**src/hw/rtl/assert_macros.svh**
```systemverilog
// Assertion helpers used by the top-level RTL unit.
`ifndef ASSERT_MACROS_SVH
`define ASSERT_MACROS_SVH

// Property that must hold on every clock edge out of reset.
`define FMRC_ASSERT(lbl, prop, msg) \
    lbl: assert property (@(posedge clk) disable iff (!rst_n) (prop)) else $error(msg);

// Implication whose consequent is checked on the next edge.
`define FMRC_ASSERT_NEXT(lbl, ante, cons, msg) \
    lbl: assert property (@(posedge clk) disable iff (!rst_n) (ante) |=> (cons)) else $error(msg);

`endif

```
**src/hw/rtl/fmrc_pkg.sv**
```systemverilog
package fmrc_pkg;

    localparam int STREAMS_DEFAULT = 65536;

    localparam logic [1:0] FUNC_BYTE        = 2'd0;
    localparam logic [1:0] FUNC_READ_STREAM = 2'd1;
    localparam logic [1:0] FUNC_READ_TOTAL  = 2'd2;

    localparam logic [2:0] HDR_LEN_FIRST = 3'd2;
    localparam logic [2:0] HDR_LAST      = 3'd5;

    localparam logic [7:0] TYPE_ACCEPT   = 8'h41;
    localparam logic [7:0] TYPE_CANCEL   = 8'h43;
    localparam logic [7:0] TYPE_EXECUTE  = 8'h45;
    localparam logic [7:0] TYPE_SYSTEM   = 8'h53;
    localparam logic [7:0] TYPE_REPLACE  = 8'h55;

    localparam logic [16:0] TYPE_POS     = 17'd3;
    localparam logic [16:0] SHARES_FIRST = 17'd26;
    localparam logic [16:0] SHARES_LAST  = 17'd29;
    localparam logic [15:0] MIN_LEN      = 16'd2;
    localparam logic [15:0] MIN_EXEC_LEN = 16'd28;

    typedef enum logic [2:0] {
        KIND_READOUT   = 3'd0,
        KIND_ACCEPTED  = 3'd1,
        KIND_CANCELED  = 3'd2,
        KIND_EXECUTED  = 3'd3,
        KIND_SYSTEM    = 3'd4,
        KIND_REPLACED  = 3'd5,
        KIND_MALFORMED = 3'd6
    } kind_t;

    typedef struct packed {
        logic [1:0]  func;
        logic [7:0]  cbyte;
        logic [15:0] sid;
        logic        payload;
        logic [31:0] pkts;
        logic [31:0] empties;
    } item_t;

    typedef struct packed {
        logic [16:0] pos;
        logic [15:0] len;
        logic [7:0]  mtype;
        logic [31:0] shares;
    } ctx_t;

    typedef struct packed {
        logic [31:0] accepted;
        logic [31:0] canceled;
        logic [31:0] replaced;
        logic [31:0] sys_cnt;
        logic [31:0] executed;
        logic [31:0] shares;
    } cnt_t;

    typedef struct packed {
        logic [31:0] empties;
        logic [31:0] pkts;
        logic [31:0] shares_sum;
        logic [31:0] executed;
        logic [31:0] canceled;
        logic [31:0] replaced;
        logic [31:0] sys_cnt;
        logic [31:0] accepted;
        logic [31:0] shares;
        logic [15:0] sid;
        kind_t       kind;
    } res_t;

endpackage

```
**src/hw/rtl/fmrc_hdr.sv**
```systemverilog
module fmrc_hdr
    import fmrc_pkg::*;
(
    input  logic        clk,
    input  logic        rst_n,
    input  logic        accept,
    input  logic [1:0]  func,
    input  logic [7:0]  cbyte,
    input  logic [15:0] stream_index,
    output item_t       item
);

    logic [2:0]  hpos_reg, hpos_next;
    logic [15:0] hstream_reg, hstream_next;
    logic [31:0] hlen_reg, hlen_next;
    logic [31:0] remain_reg, remain_next;
    logic [31:0] pkts_reg, pkts_next;
    logic [31:0] empties_reg, empties_next;
    logic [31:0] full_len;

    always_comb
    begin
        hpos_next    = hpos_reg;
        hstream_next = hstream_reg;
        hlen_next    = hlen_reg;
        remain_next  = remain_reg;
        pkts_next    = pkts_reg;
        empties_next = empties_reg;
        full_len     = {hlen_reg[23:0], cbyte};

        item.func    = func;
        item.cbyte   = cbyte;
        item.sid     = (func == FUNC_READ_STREAM) ? stream_index : hstream_reg;
        item.payload = 1'b0;
        item.pkts    = pkts_reg;
        item.empties = empties_reg;

        if (func == FUNC_BYTE)
        begin
            priority if (remain_reg != 32'd0)
            begin
                item.payload = 1'b1;
                remain_next  = remain_reg - 32'd1;
            end
            else if (hpos_reg < HDR_LEN_FIRST)
            begin
                hstream_next = (hpos_reg == 3'd0) ? {8'h00, cbyte} : {hstream_reg[7:0], cbyte};
                hpos_next    = hpos_reg + 3'd1;
            end
            else if (hpos_reg < HDR_LAST)
            begin
                hlen_next = (hpos_reg == HDR_LEN_FIRST) ? {24'h0, cbyte} : full_len;
                hpos_next = hpos_reg + 3'd1;
            end
            else
            begin
                hlen_next = full_len;
                hpos_next = 3'd0;
                pkts_next = pkts_reg + 32'd1;
                if (full_len == 32'd0)
                begin
                    empties_next = empties_reg + 32'd1;
                end
                else
                begin
                    remain_next = full_len;
                end
            end
        end
    end

    always_ff @(posedge clk or negedge rst_n)
    begin
        if (!rst_n)
        begin
            hpos_reg    <= 3'd0;
            hstream_reg <= 16'd0;
            hlen_reg    <= 32'd0;
            remain_reg  <= 32'd0;
            pkts_reg    <= 32'd0;
            empties_reg <= 32'd0;
        end
        else if (accept)
        begin
            hpos_reg    <= hpos_next;
            hstream_reg <= hstream_next;
            hlen_reg    <= hlen_next;
            remain_reg  <= remain_next;
            pkts_reg    <= pkts_next;
            empties_reg <= empties_next;
        end
    end

endmodule

```
**config.mk**
```make
export PLATFORM = sky130hd
export DESIGN_NAME = fmrc_hdr
export DESIGN_NICKNAME = d
export VERILOG_FILES = /design/src/hw/rtl/assert_macros.svh /design/src/hw/rtl/fmrc_pkg.sv /design/src/hw/rtl/fmrc_hdr.sv
export SDC_FILE = /design/constraint.sdc
export NUM_CORES = 1
export LEC_CHECK = 0
export BUFFER_PORTS_ARGS = -buffer_cell sky130_fd_sc_hd__buf_2
export CAP_MARGIN = 30
export CORE_AREA = 2 2 133 135
export DETAILED_ROUTE_END_ITERATION = 8
export DIE_AREA = 0 0 135 137
export PLACE_DENSITY = 0.77
export SYNTH_ARGS = -nofsm -noshare
export SYNTH_HDL_FRONTEND = slang
export SYNTH_SLANG_ARGS = --single-unit
```
**constraint.sdc**
```tcl
create_clock -name clk -period 6.52 [get_ports clk]
set_input_delay 0.326 -clock clk [delete_from_list [all_inputs] [get_ports clk]]
set_output_delay 0.326 -clock clk [all_outputs]
set_load 0.03 [all_outputs]
```
==> summary by stage, run 1 <==
Run status
The run finished, with violations left. The final reports fail on hold timing.

Routing
Dividing the detail-routed via count by the number of cells gives 5.95. The final layout contains routed wiring with a total length of 19200 um. The routed length on met1 is 8310 um. The number of detailed-routing iterations run before antenna repair is 8. The overall via count from detail_route is 6486. The number of DRC markers in iteration 0 is 471. The met3 wirelength from detailed routing is 1300 um. The highest layer touched by signal routing is met4. The post-route antenna net violation count is 0. In the final routed layout, each cell accounts on average for 17.6 um. For this run, design rule violations remaining after detail routing come to 0. Detailed routing placed a total of 9120 um of wire on met2.

Setup path
The kind of end point of the critical path is a primary output. The worst register-to-register path begins at remain_reg[6]$_DFFE_PN0P_. At the worst endpoint, the required time is 6.19 ns. Measured in cells, the most critical reg-to-reg path has a length of 5. The type of the worst setup path is flop to primary output. For the worst setup path, the data arrival time is 3.53 ns.

The worst setup path is launched from a flop. The largest fanout on the critical path is 25. For flop-to-flop paths, the worst setup slack is 3.03 ns. The capturing instance or port of the critical path is item[64]. The worst setup path startpoint is remain_reg[6]$_DFFE_PN0P_. The worst register-to-register path ends at remain_reg[22]$_DFFE_PN0P_.

CTS
The CTS root buffer is sky130_fd_sc_hd__clkbuf_16. TritonCTS built the clock tree. The later pin in the worst-skew pair is clocked with a latency of 0.43 ns. The depth of the CTS H-tree is 4. Clock tree synthesis inserted a total of 17 buffers. The sink count of the clock tree is 139.

The clock passes through at most 2 buffers. The buffer count from post-CTS setup fixing is 0. After clock tree synthesis, the clock-pin slew on the worst setup and hold paths is 0.06 ns. The number of hold buffers added after CTS was 0. The count of cells resized by post-cts repair is 0.

Logic synthesis
The most used flip-flop cell after synthesis is sky130_fd_sc_hd__dfrtp_1. For this run, asynchronously set or reset flops after synthesis account for 1.00. The total nets after synthesis is 788. The post-synthesis cell count is 752.

The number of flops mapped to enable cells by yosys is 0. The share of the Yosys chip area taken by registers is 0.463. The warning count from the yosys run is 0. The mapped cell area is 7510 um2. The count of different cell masters after synthesis is 64. The post-synthesis register bit count is 139.

The mean area per synthesized cell is 9.99 um2.

Power
The leakage power is 4.05 nW. Dividing total power by cell area gives a power density of 251 nW/um2. The worst ir drop on vdd is 0.214 mV.

Floorplanning
Measured along the x axis, the die boundary spans 135 um. The count of standard-cell rows is 48. In this run the standard cell core region covers 17100 um2. The initial cell density of the core is 0.441. The overall die area is 18500 um2. The count of pins on the block boundary is 120. The die height is 137 um.

GRT
Global routing finished with a remaining overflow of 0. The all-layer global routing usage is 0.212. The largest net degree at the start of global routing is 95. The global-route wire length before repair is 31000 um.

The initial antenna violation count came to 0. The via count of the first global-routing pass is 6012.

Layout
Once layout is complete, the cells apart from fillers number 1091. The layout overhead on the synthesized area is 18.6%. The final-layout fill cell count is 1542.

The number of nets in the layout is 889. The repair_antennas step left the layout with diodes totalling 0. In the final layout, the share of cells above drive strength 1 is 0.253. The total area of sequential cells is 3480 um2. For this run, the share of the core covered by cells in the final layout is 0.522. Summing all multi-input logic gate instances after layout gives 3720 um2.

STA
The number of setup violations in the final report is 0. The final clock skew is 0.00881 ns. After layout, the minimum clock period comes to 3.86 ns.

The least setup slack across all paths after layout is 2.66 ns. The max-slew violation total from the final report came to 0. Setup repair after global routing left no endpoint under its margin. The post-route clock period utilization is 0.592. For the pin with the worst max-slew slack, the measured transition is 1.06 ns. After routing, the total negative slack on setup checks comes to 0 ns. The max-slew headroom at the worst pin is 0.289. The maximum achievable frequency is 0.259 GHz. The number of failing hold endpoints at the final stage was 19. Hold timing on the final database bottoms out at a slack of -0.0269 ns.

Placed design
In this run the tool buffered the top-level ports with 119 buffer cells. The HPWL after detailed placement is 13200 um. The worst-case setup slack after placement is 3.15 ns. In this run, placement finished with an instance count of 1058.

The placer congestion estimate is 0.919.

Run
Max-cap violations in this run came to 0.

Worst hold path
The class of the worst hold path is input pin to async pin.
==> cell type report <==
class | instances | share of cell area
repair buffers | 131 | 0.0774
clock buffers | 19 | 0.0508
clock inverters | 13 | 0.0212
multi-input cells | 537 | 0.417
well taps | 225 | 0.0316
flip-flops and latches | 139 | 0.390
inverters | 27 | 0.0114
==> cell usage after synthesis (13+ instances only) <==
cell                       instances  area, um2
sky130_fd_sc_hd__dfrtp_1         139       3480
sky130_fd_sc_hd__clkbuf_1         26       97.6
sky130_fd_sc_hd__nor2_1           23       86.3
sky130_fd_sc_hd__and3_1           17        106
sky130_fd_sc_hd__nand3_1          62        310
sky130_fd_sc_hd__xnor2_1          48        420
sky130_fd_sc_hd__mux2_2           34        383
sky130_fd_sc_hd__o21ai_0          44        220
sky130_fd_sc_hd__and4_1           13        114
sky130_fd_sc_hd__nand2_1          48        180
sky130_fd_sc_hd__nand4_1          43        269
sky130_fd_sc_hd__nor3_1           31        155
sky130_fd_sc_hd__xor2_1           14        123
sky130_fd_sc_hd__inv_1            27        101
sky130_fd_sc_hd__nor4_1           22        138
==> report_power, final <==
| group | internal [mW] | leakage [nW] | switching (mW) | total (mW) |
|---|---|---|---|---|
| sequential | 0.892 | 1.81 | 0.0542 | 0.946 |
| clock | 0.663 | 0.310 | 0.388 | 1.05 |
| combinational | 0.0851 | 1.93 | 0.154 | 0.239 |
==> worst max-delay path, stage by stage (launching register included) <==
cell and delay (ns):
sky130_fd_sc_hd__dfrtp_1 0.47, sky130_fd_sc_hd__nor4_4 0.68, sky130_fd_sc_hd__nand4_1 0.73, sky130_fd_sc_hd__nor3_2 0.60
sky130_fd_sc_hd__buf_4 0.35, sky130_fd_sc_hd__nor3_1 0.07, sky130_fd_sc_hd__buf_2 0.18
==> layout by cell type, fill, tap and decap left out, drive strengths merged, types with 3 or more instances in the layout <==
cell type,synthesis,final
ha,7,7
xor2,14,14
nand3,62,62
and2,6,6
nor3,33,33
inv,27,30
o22ai,8,8
clkbuf,26,20
and4,13,13
o2bb2ai,3,3
a32oi,3,3
or4,11,11
mux2,34,34
a21oi,9,9
nor4b,3,3
nand4,47,47
o41ai,4,4
buf,23,130
nor3b,3,3
xnor2,48,48
or3,5,5
mux2i,4,4
clkinv,0,4
nor2,23,23
o21ai,46,46
dfrtp,139,139
o211ai,8,8
nand2b,5,5
nor4,29,29
nand2,48,48
and3,17,17
a22oi,9,9
a211oi,6,6
bufinv,0,4
==> per-stage QoR <==
| stage | hold WS, ns | total power, mW | area (um2) |
|---|---|---|---|
| after CTS | 0.00478 | 2.24 | 8910 |
| after detailed placement | 0.462 | 1.19 | 8260 |
| after floorplan | 0.0304 | 1.12 | 7510 |
| after global placement | 0.463 | 1.18 | 8240 |
| after global routing | 0.0241 | 2.32 | 8910 |
| final | -0.0269 | 2.24 | 8910 |
==> per-layer routing <==
layer	global-route usage	vias to the layer above
met5	0	-
met4	0.0926	0
met3	0.0481	49
met2	0.327	259
met1	0.287	3172
li1	-	3006
==> logic make-up (layout without fill, tap and decap cells) <==
group,count (synthesis),in the layout,share of synthesized area
simple gates,311,311,0.247
flops,139,139,0.463
compound gates,119,119,0.105
buf+inv,76,190,0.0456
xor+xnor,62,62,0.0723
mux,38,38,0.0563
fa+ha+maj,7,7,0.0117
==> worst min path at each step <==
stage                                start                          end  slack (ns)  cells after the start
4_1_cts                              rst_n  hstream_reg[10]$_DFFE_PN0P_       0.005                      1
6_report                             rst_n  hstream_reg[10]$_DFFE_PN0P_       -0.03                      1
5_1_grt                              rst_n  hstream_reg[10]$_DFFE_PN0P_        0.02                      1
2_1_floorplan                        rst_n   empties_reg[0]$_DFFE_PN0P_        0.03                      0
3_3_place_gp   hstream_reg[13]$_DFFE_PN0P_  hstream_reg[13]$_DFFE_PN0P_        0.46                      2
3_5_place_dp                         rst_n  hstream_reg[10]$_DFFE_PN0P_        0.46                      1
No activity file was read; power rests on OpenSTA's default activity.
==> run 2: changes to the inputs <==
--- a/config.mk
+++ b/config.mk
@@ -5,12 +5,13 @@
 export SDC_FILE = /design/constraint.sdc
 export NUM_CORES = 1
 export LEC_CHECK = 0
+export ABC_AREA = 1
 export BUFFER_PORTS_ARGS = -buffer_cell sky130_fd_sc_hd__buf_2
 export CAP_MARGIN = 30
-export CORE_AREA = 2 2 133 135
+export CORE_AREA = 2 2 143 145
 export DETAILED_ROUTE_END_ITERATION = 8
-export DIE_AREA = 0 0 135 137
-export PLACE_DENSITY = 0.77
+export DIE_AREA = 0 0 145 147
+export PLACE_DENSITY = 0.76
 export SYNTH_ARGS = -nofsm -noshare
 export SYNTH_HDL_FRONTEND = slang
 export SYNTH_SLANG_ARGS = --single-unit
==> constraint.sdc (replaced) <==
create_clock -name clk -period 3.9 [get_ports clk]
set_input_delay 0.195 -clock clk [delete_from_list [all_inputs] [get_ports clk]]
set_output_delay 0.195 -clock clk [all_outputs]
set_load 0.03 [all_outputs]
==> summary by stage, run 2 <==
Run status
Outcome: finished clean (was complete, but fails checks).

GRT
The global-route wire length before repair is 40300 um (was 31000 um). The via count of the first global-routing pass is 7988 (was 6012). The largest net degree at the start of global routing is 92 (was 95).

The remaining global-route overflow is 0 (unchanged). The all-layer global routing usage was 0.233 (was 0.212). The initial antenna violation count is 0 (unchanged).

STA
The max-slew violation total from the final report is 0 (unchanged). Static timing analysis puts the maximum clock frequency at 0.361 GHz. The time the final worst path needs with I/O delays and setup is 2.77 ns. The transition time of the tightest slew-check pin is 0.953 ns (was 1.06 ns). The smallest hold slack came to 0.0835 ns (was -0.0269 ns).

The least setup slack across all paths after layout is 1.13 ns (was 2.66 ns). The setup total negative slack came to 0 ns (unchanged). The max-slew headroom at the worst pin is 0.363 (was 0.289). RSZ-0062 raised after global routing: no (unchanged). The number of failing hold endpoints at the final stage was 0 (was 19). Of the available clock period, the critical path in the final layout requires 0.711. The number of setup violations in the final report was 0 (unchanged). The final clock skew is 0.0117 ns (was 0.00881 ns).

Floorplanning
The die height is 147 um (was 137 um). The initial cell density of the core is 0.443 (was 0.441). The area of the core is 19800 um2 (was 17100 um2). The count of pins on the block boundary is 120 (unchanged).

The die boundary width is 145 um (was 135 um). The overall die area was 21300 um2 (was 18500 um2). The count of standard-cell rows is 52 (was 48).

Routing
The number of DRC markers in iteration 0 is 693 (was 471). The remaining routing DRC violations is 0 (unchanged). The post-detailed-routing wire length is 24400 um (was 19200 um). The overall via count from detail_route is 8571 (was 6486). The average wire length per cell after detail routing is 14.6 um (was 17.6 um). The number of detailed-routing iterations run before antenna repair is 5 (was 8). The mean number of vias per cell came to 5.12 (was 5.95). The post-route antenna net violation count is 0 (unchanged).

Placed design
The cell area after placement is 9530 um2 (was 8260 um2). The worst-case setup slack after placement is 1.19 ns (was 3.15 ns). The placer congestion estimate is 0.989 (was 0.919).

The number of port buffers is 119 (unchanged). The HPWL after detailed placement is 17900 um (was 13200 um). The number of instances in the placed design is 1640 (was 1058).

CTS
The depth of the CTS H-tree is 4 (unchanged). The sink count of the clock tree is 139 (unchanged). The insertion delay to the later sink of the worst-skew pair is 0.44 ns (was 0.43 ns). The register clock-pin slew on the reported worst setup and hold paths is 0.06 ns (about the same).

The buffer levels on the longest clock path is 2 (unchanged). The buffer count from post-CTS setup fixing is 0 (unchanged). The CTS root buffer is sky130_fd_sc_hd__clkbuf_16 (unchanged). The count of cells resized by post-cts repair is 0 (unchanged). The TritonCTS clock tree is built (unchanged).

The number of clock buffers inserted by TritonCTS is 17 (unchanged).

Power
The internal power was 3.56 mW (was 1.64 mW). The power per cell area is 580 nW/um2 (was 251 nW/um2). The combinational power share is 0.342 (was 0.107). The worst ir drop on vdd is 0.358 mV (was 0.214 mV). The relative contribution of sequential cells to total power came to 0.343 (was 0.423). The clock network fraction of design power is 0.315 (was 0.470).

The switching power as a share of total power came to 0.398 (was 0.266). The switching power of the nets came to 2.36 mW (was 596 uW). The leakage power is 5.25 nW (was 4.05 nW). The sum of internal, switching and leakage power is 5.91 mW (was 2.24 mW).

Layout
The total area of sequential cells is 3480 um2 (unchanged). The final-layout fill cell count is 1918 (was 1542). The ratio of cells with drive above 1 in the final layout came to 0.133 (was 0.253).

The area of combinational cells with multiple inputs is 4650 um2 (was 3720 um2). The post-route non-filler standard cell count is 1673 (was 1091). The final design utilization is 0.514 (was 0.522). The number of nets in the layout is 1426 (was 889). Commonest non-fill, non-tap cells in the layout: sky130_fd_sc_hd__nand2_1, sky130_fd_sc_hd__nor2_1, sky130_fd_sc_hd__dfrtp_1 (was sky130_fd_sc_hd__dfrtp_1, sky130_fd_sc_hd__buf_2, sky130_fd_sc_hd__nand3_1). The most common cell after layout, fill and taps aside was sky130_fd_sc_hd__nand2_1 (was sky130_fd_sc_hd__dfrtp_1). The layout overhead on the synthesized area was 16.1% (was 18.6%). The antenna cell count is 0 (unchanged).

The total non-filler cell area in the finished layout was 10200 um2 (was 8910 um2).

Logic synthesis
The post-synthesis async set-or-reset flop share is 1.00 (unchanged). The library cell with the largest summed area after synthesis is sky130_fd_sc_hd__dfrtp_1 (unchanged). The warning count from the yosys run is 0 (unchanged). Most instantiated cells after synthesis: sky130_fd_sc_hd__nand2_1, sky130_fd_sc_hd__nor2_1, sky130_fd_sc_hd__dfrtp_1 (was sky130_fd_sc_hd__dfrtp_1, sky130_fd_sc_hd__nand3_1, sky130_fd_sc_hd__nand2_1, sky130_fd_sc_hd__xnor2_1, sky130_fd_sc_hd__o21ai_0).

The number of flops mapped to enable cells by yosys was 0 (unchanged). The most used flip-flop cell after synthesis was sky130_fd_sc_hd__dfrtp_1 (unchanged). Cell types occupying the most area after synthesis: sky130_fd_sc_hd__dfrtp_1, sky130_fd_sc_hd__nand2_1, sky130_fd_sc_hd__nor2_1 (was sky130_fd_sc_hd__dfrtp_1, sky130_fd_sc_hd__xnor2_1, sky130_fd_sc_hd__mux2_2). The total nets after synthesis is 1325 (was 788). The post-synthesis cell count is 1289 (was 752). The cell with the most instances after synthesis is sky130_fd_sc_hd__nand2_1 (was sky130_fd_sc_hd__dfrtp_1). The sequential area share after synthesis is 0.396 (was 0.463). The count of different cell masters after synthesis is 30 (was 64). The share of Yosys cell area claimed by the top area cell type came to 0.396 (was 0.463). The mean area per synthesized cell is 6.81 um2 (was 9.99 um2).

The mapped cell area was 8780 um2 (was 7510 um2). The post-synthesis register bit count is 139 (unchanged).

Setup path
The largest fanout on the critical path was 33 (was 25). The kind of end point of the critical path is a flop (was primary output). The required time of the critical path is 4.20 ns (was 6.19 ns). The data arrival time at the worst-slack endpoint is 3.07 ns (was 3.53 ns). The type of the worst setup path is flop to flop (was flop to primary output). The startpoint type of the worst setup path was a flop (unchanged).

Worst hold path
The class of the worst hold path is input pin to flop (was input pin to async pin).

Run
The max-cap violation count came to 0 (unchanged).
[run 2: layout make-up]
class,instances,area share
multi-input cells,996,0.456
flip-flops and latches,139,0.341
repair buffers,125,0.0637
clock buffers,21,0.0442
inverters,111,0.0408
well taps,270,0.0331
clock inverters,11,0.0211
[run 2: critical path: stages (launching register included)]
cell                      delay, ns
sky130_fd_sc_hd__dfrtp_1       0.42
sky130_fd_sc_hd__nor2_1        0.21
sky130_fd_sc_hd__nand2_1       0.12
sky130_fd_sc_hd__inv_1         0.08
sky130_fd_sc_hd__nand3_1       0.10
sky130_fd_sc_hd__nor2_1        0.10
sky130_fd_sc_hd__nand2_1       0.12
sky130_fd_sc_hd__nor2_4        0.31
sky130_fd_sc_hd__nand2_1       0.62
sky130_fd_sc_hd__inv_1         0.42
sky130_fd_sc_hd__o21ai_0       0.12
[run 2: timing repair]
action | in CTS | in global routing
setup endpoints to repair | 0 | 0
hold buffers | 1 | 0
endpoints found under the hold margin | 89 | 0
[run 2: metal layers]
layer | track usage | wire (um)
met1 | 0.319 | 11000
met5 | 0 | 0
met2 | 0.373 | 11300
met4 | 0.0797 | 431
met3 | 0.0438 | 1630
[run 2: path summary, 6_finish.rpt]
path,startpoint,end,slack (ns),cells after the start
setup / recovery,remain_reg[15]$_DFFE_PN0P_,hlen_reg[15]$_DFFE_PN0P_,1.13,10
hold / removal,cbyte[1],hstream_reg[1]$_DFFE_PN0P_,0.08,3
setup reg to reg,remain_reg[15]$_DFFE_PN0P_,hlen_reg[15]$_DFFE_PN0P_,1.13,10
hold reg to reg,hstream_reg[12]$_DFFE_PN0P_,hstream_reg[12]$_DFFE_PN0P_,0.49,2
max in group asynchronous,rst_n,hstream_reg[0]$_DFFE_PN0P_,2.63,3
min in group asynchronous,rst_n,remain_reg[3]$_DFFE_PN0P_,0.41,2
[run 2: cell families (layout without fill, tap and decap cells)]
kind of cell | count (synthesis) | after routing | synth area share
adder cells (fa/ha/maj) | 7 | 7 | 0.00997
AND/OR/NAND/NOR | 790 | 790 | 0.366
multiplexers | 16 | 16 | 0.0205
XOR/XNOR | 61 | 61 | 0.0608
flip-flops | 139 | 139 | 0.396
AO/OA/AOI/OAI | 122 | 122 | 0.0711
buffers and inverters | 154 | 268 | 0.0755
[run 2: power groups by stage]
stage	Sequential, mW	Combinational, mW	Clock (mW)
global placement	2.03	1.95	0
detailed placement	2.04	1.98	0
CTS	2.02	2.00	1.88
finish	2.03	2.02	1.86
floorplan	2.03	1.43	0
global route	2.06	2.30	1.93
==> run 3: changes to the inputs <==
--- a/config.mk
+++ b/config.mk
@@ -5,13 +5,13 @@
 export SDC_FILE = /design/constraint.sdc
 export NUM_CORES = 1
 export LEC_CHECK = 0
-export ABC_AREA = 1
+export ABC_AREA = 0
 export BUFFER_PORTS_ARGS = -buffer_cell sky130_fd_sc_hd__buf_2
 export CAP_MARGIN = 30
-export CORE_AREA = 2 2 143 145
+export CORE_AREA = 2 2 133 135
 export DETAILED_ROUTE_END_ITERATION = 8
-export DIE_AREA = 0 0 145 147
-export PLACE_DENSITY = 0.76
+export DIE_AREA = 0 0 135 137
+export PLACE_DENSITY = 0.79
 export SYNTH_ARGS = -nofsm -noshare
 export SYNTH_HDL_FRONTEND = slang
 export SYNTH_SLANG_ARGS = --single-unit
==> constraint.sdc (replaced) <==
create_clock -name clk -period 2.5 [get_ports clk]
set_input_delay 0.125 -clock clk [delete_from_list [all_inputs] [get_ports clk]]
set_output_delay 0.125 -clock clk [all_outputs]
set_load 0.03 [all_outputs]
==> summary by stage, run 3 (synthesized netlist as in run 1, its figures left out) <==
Floorplanning
The count of standard-cell rows is 48 (was 52). The overall die area came to 18500 um2 (was 21300 um2). The die height is 137 um (was 147 um). The initial cell density of the core was 0.441 (was 0.443). The area of the core was 17100 um2 (was 19800 um2). The die boundary width came to 135 um (was 145 um). The count of pins on the block boundary came to 120 (unchanged).

GRT
The global-route wire length before repair came to 33400 um (was 40300 um). The all-layer global routing usage is 0.228 (was 0.233). The via count of the first global-routing pass is 6546 (was 7988). The remaining global-route overflow is 0 (unchanged). The largest net degree at the start of global routing came to 59 (was 92).

The initial antenna violation count is 0 (unchanged).

Run status
Outcome: finished clean (unchanged).

STA
The maximum achievable frequency is 0.406 GHz. The smallest hold slack is 0.0276 ns (was 0.0835 ns). The max-slew headroom at the worst pin is 0.606 (was 0.363). The transition time of the tightest slew-check pin was 0.586 ns (was 0.953 ns). RSZ-0062 raised after global routing: yes (was no).

The number of failing hold endpoints at the final stage is 0 (unchanged). The final clock skew is 0.0166 ns (was 0.0117 ns). The routed design could run at a clock period as short as 2.46 ns. The post-route clock period utilization is 0.984.

The least setup slack across all paths after layout is 0.0394 ns (was 1.13 ns). The max-slew violation total from the final report is 0 (unchanged). The number of setup violations in the final report is 0 (unchanged).

Layout
Commonest non-fill, non-tap cells in the layout: sky130_fd_sc_hd__dfrtp_1, sky130_fd_sc_hd__buf_2, sky130_fd_sc_hd__nand3_1 (was sky130_fd_sc_hd__nand2_1, sky130_fd_sc_hd__nor2_1, sky130_fd_sc_hd__dfrtp_1). The number of nets in the layout is 936 (was 1426). The final design utilization was 0.548 (was 0.514). The most common cell after layout, fill and taps aside is sky130_fd_sc_hd__dfrtp_1 (was sky130_fd_sc_hd__nand2_1). The layout overhead on the synthesized area is 24.5% (was 16.1%). The antenna cell count is 0 (unchanged).

The ratio of cells with drive above 1 in the final layout came to 0.303 (was 0.133). The final-layout fill cell count is 1461 (was 1918).

CTS
The insertion delay to the later sink of the worst-skew pair was 0.43 ns (was 0.44 ns). The depth of the CTS H-tree came to 4 (unchanged). The buffer levels on the longest clock path is 2 (unchanged). The CTS root buffer is sky130_fd_sc_hd__clkbuf_16 (unchanged).

The TritonCTS clock tree is built (unchanged). The number of clock buffers inserted by TritonCTS is 17 (unchanged). The register clock-pin slew on the reported worst setup and hold paths came to 0.07 ns (was 0.06 ns).

The sink count of the clock tree was 139 (unchanged).

Setup path
The data arrival time at the worst-slack endpoint came to 2.34 ns (was 3.07 ns). The required time of the critical path is 2.38 ns (was 4.20 ns). The type of the worst setup path is flop to primary output (was flop to flop). The number of buffers and inverters on the critical path came to 4 (was 2). Cell chain of the critical path: nor4_2, buf_4, nand4_1, buf_6, nor3_4, buf_12, nor3_1, buf_2 (was nor2_1, nand2_1, inv_1, nand3_1, nor2_1, nand2_1, nor2_4, nand2_1, inv_1, o21ai_0). The startpoint type of the worst setup path is a flop (unchanged). The largest fanout on the critical path is 15 (was 33). The kind of end point of the critical path is a primary output (was flop).

The largest stage delay on the critical path is 0.46 ns (was 0.62 ns). The cell type of the slowest stage on the worst timing path was sky130_fd_sc_hd__dfrtp_2 (was sky130_fd_sc_hd__nand2_1). The gate family responsible for the most delay along the worst path is buffers and inverters (was simple AND/OR/NAND/NOR gates).

Routing
The post-detailed-routing wire length is 20800 um (was 24400 um). The overall via count from detail_route is 6745 (was 8571). The post-route antenna net violation count is 0 (unchanged). The mean number of vias per cell came to 5.93 (was 5.12).

The remaining routing DRC violations is 0 (unchanged). The average wire length per cell after detail routing is 18.3 um (was 14.6 um). The number of detailed-routing iterations run before antenna repair is 6 (was 5). The number of DRC markers in iteration 0 is 645 (was 693).

Placed design
The placer congestion estimate is 0.969 (was 0.989). The worst-case setup slack after placement was 0.0283 ns (was 1.19 ns). The HPWL after detailed placement is 14500 um (was 17900 um). The number of port buffers is 119 (unchanged).

Power
The combinational power share is 0.130 (was 0.342). The switching power of the nets is 1.67 mW (was 2.36 mW). The worst ir drop on vdd is 0.553 mV (was 0.358 mV). The clock network fraction of design power is 0.447 (was 0.315). The power per cell area came to 622 nW/um2 (was 580 nW/um2). The switching power as a share of total power is 0.287 (was 0.398). The sum of internal, switching and leakage power is 5.82 mW (was 5.91 mW). The leakage power is 4.30 nW (was 5.25 nW).

The internal power is 4.15 mW (was 3.56 mW). The relative contribution of sequential cells to total power was 0.423 (was 0.343).

Worst hold path
The class of the worst hold path is input pin to flop (unchanged).

Run
The max-cap violation count came to 0 (unchanged).
run 3: cell types whose count changed in the layout (fill, tap and decap cells not counted), moves of 29 or more:
cell                      delta
sky130_fd_sc_hd__inv_1      -81
sky130_fd_sc_hd__nor2_1    -133
sky130_fd_sc_hd__o21ai_1    -29
sky130_fd_sc_hd__xnor2_1    +31
sky130_fd_sc_hd__xor2_1     -30
sky130_fd_sc_hd__nand2_1   -470
sky130_fd_sc_hd__buf_4      +49
sky130_fd_sc_hd__o21ai_0    -40
run 3: final timing paths:
path / to / startpoint / cells past startpoint / slack, ns
worst max-delay path: item[64] / remain_reg[10]$_DFFE_PN0P_ / 8 / 0.04
worst min-delay path: hlen_reg[5]$_DFFE_PN0P_ / cbyte[5] / 2 / 0.03
worst max register to register: empties_reg[28]$_DFFE_PN0P_ / hlen_reg[5]$_DFFE_PN0P_ / 5 / 0.09
worst min register to register: empties_reg[31]$_DFFE_PN0P_ / empties_reg[31]$_DFFE_PN0P_ / 1 / 0.48
max in group asynchronous: pkts_reg[7]$_DFFE_PN0P_ / rst_n / 3 / 1.48
min in group asynchronous: remain_reg[5]$_DFFE_PN0P_ / rst_n / 2 / 0.22
run 3: power by group through the flow:
stage | combinational (mW) | clock, mW | sequential (mW)
3_3_place_gp | 0.712 | 0 | 2.48
5_1_grt | 0.814 | 2.74 | 2.47
3_5_place_dp | 0.733 | 0 | 2.49
6_report | 0.757 | 2.60 | 2.46
2_1_floorplan | 0.494 | 0 | 2.44
4_1_cts | 0.741 | 2.64 | 2.45
run 3: repair_timing:
action / 4_1_cts / 5_1_grt
pin swaps: 2 / 1
endpoints found under the setup margin: 2 / 26
hold buffers: 1 / 0
gates resized for setup: 3 / 11
endpoints found under the hold margin: 54 / 0
cloned: 1 / 0
setup buffers: 1 / 4
run 3: metrics by stage:
| step | cell area [um2] | std cells | TNS [ns] |
|---|---|---|---|
| after floorplan | 7510 | 752 | 0 |
| after global placement | 8600 | 1099 | 0 |
| after detailed placement | 8600 | 1099 | 0 |
| after CTS | 9270 | 1134 | 0 |
| after global routing | 9350 | 1138 | -0.0414 |
| final | 9350 | 1138 | 0 |
run 3: layout make-up:
class | count | area [um2] | area share
repair buffers | 178 | 1100 | 0.118
clock buffers | 17 | 425 | 0.0455
flip-flops and latches | 139 | 3480 | 0.372
multi-input cells | 537 | 3780 | 0.405
clock inverters | 15 | 180 | 0.0193
well taps | 225 | 282 | 0.0301
inverters | 27 | 101 | 0.0108
run 3: metal layers:
metal / track usage / vias to the layer above / share of wire
met5: 0 / - / 0
met4: 0.110 / 0 / 0.035
met3: 0.0485 / 68 / 0.070
met2: 0.365 / 300 / 0.48
met1: 0.296 / 3272 / 0.41
li1: - / 3105 / -
run 3: worst register-to-register path: stages (launching register included):
cell,delay (ns)
sky130_fd_sc_hd__dfrtp_1,0.46
sky130_fd_sc_hd__nor4_1,0.44
sky130_fd_sc_hd__nand4_1,0.28
sky130_fd_sc_hd__or4_1,0.63
sky130_fd_sc_hd__nor4_1,0.34
sky130_fd_sc_hd__xor2_1,0.18
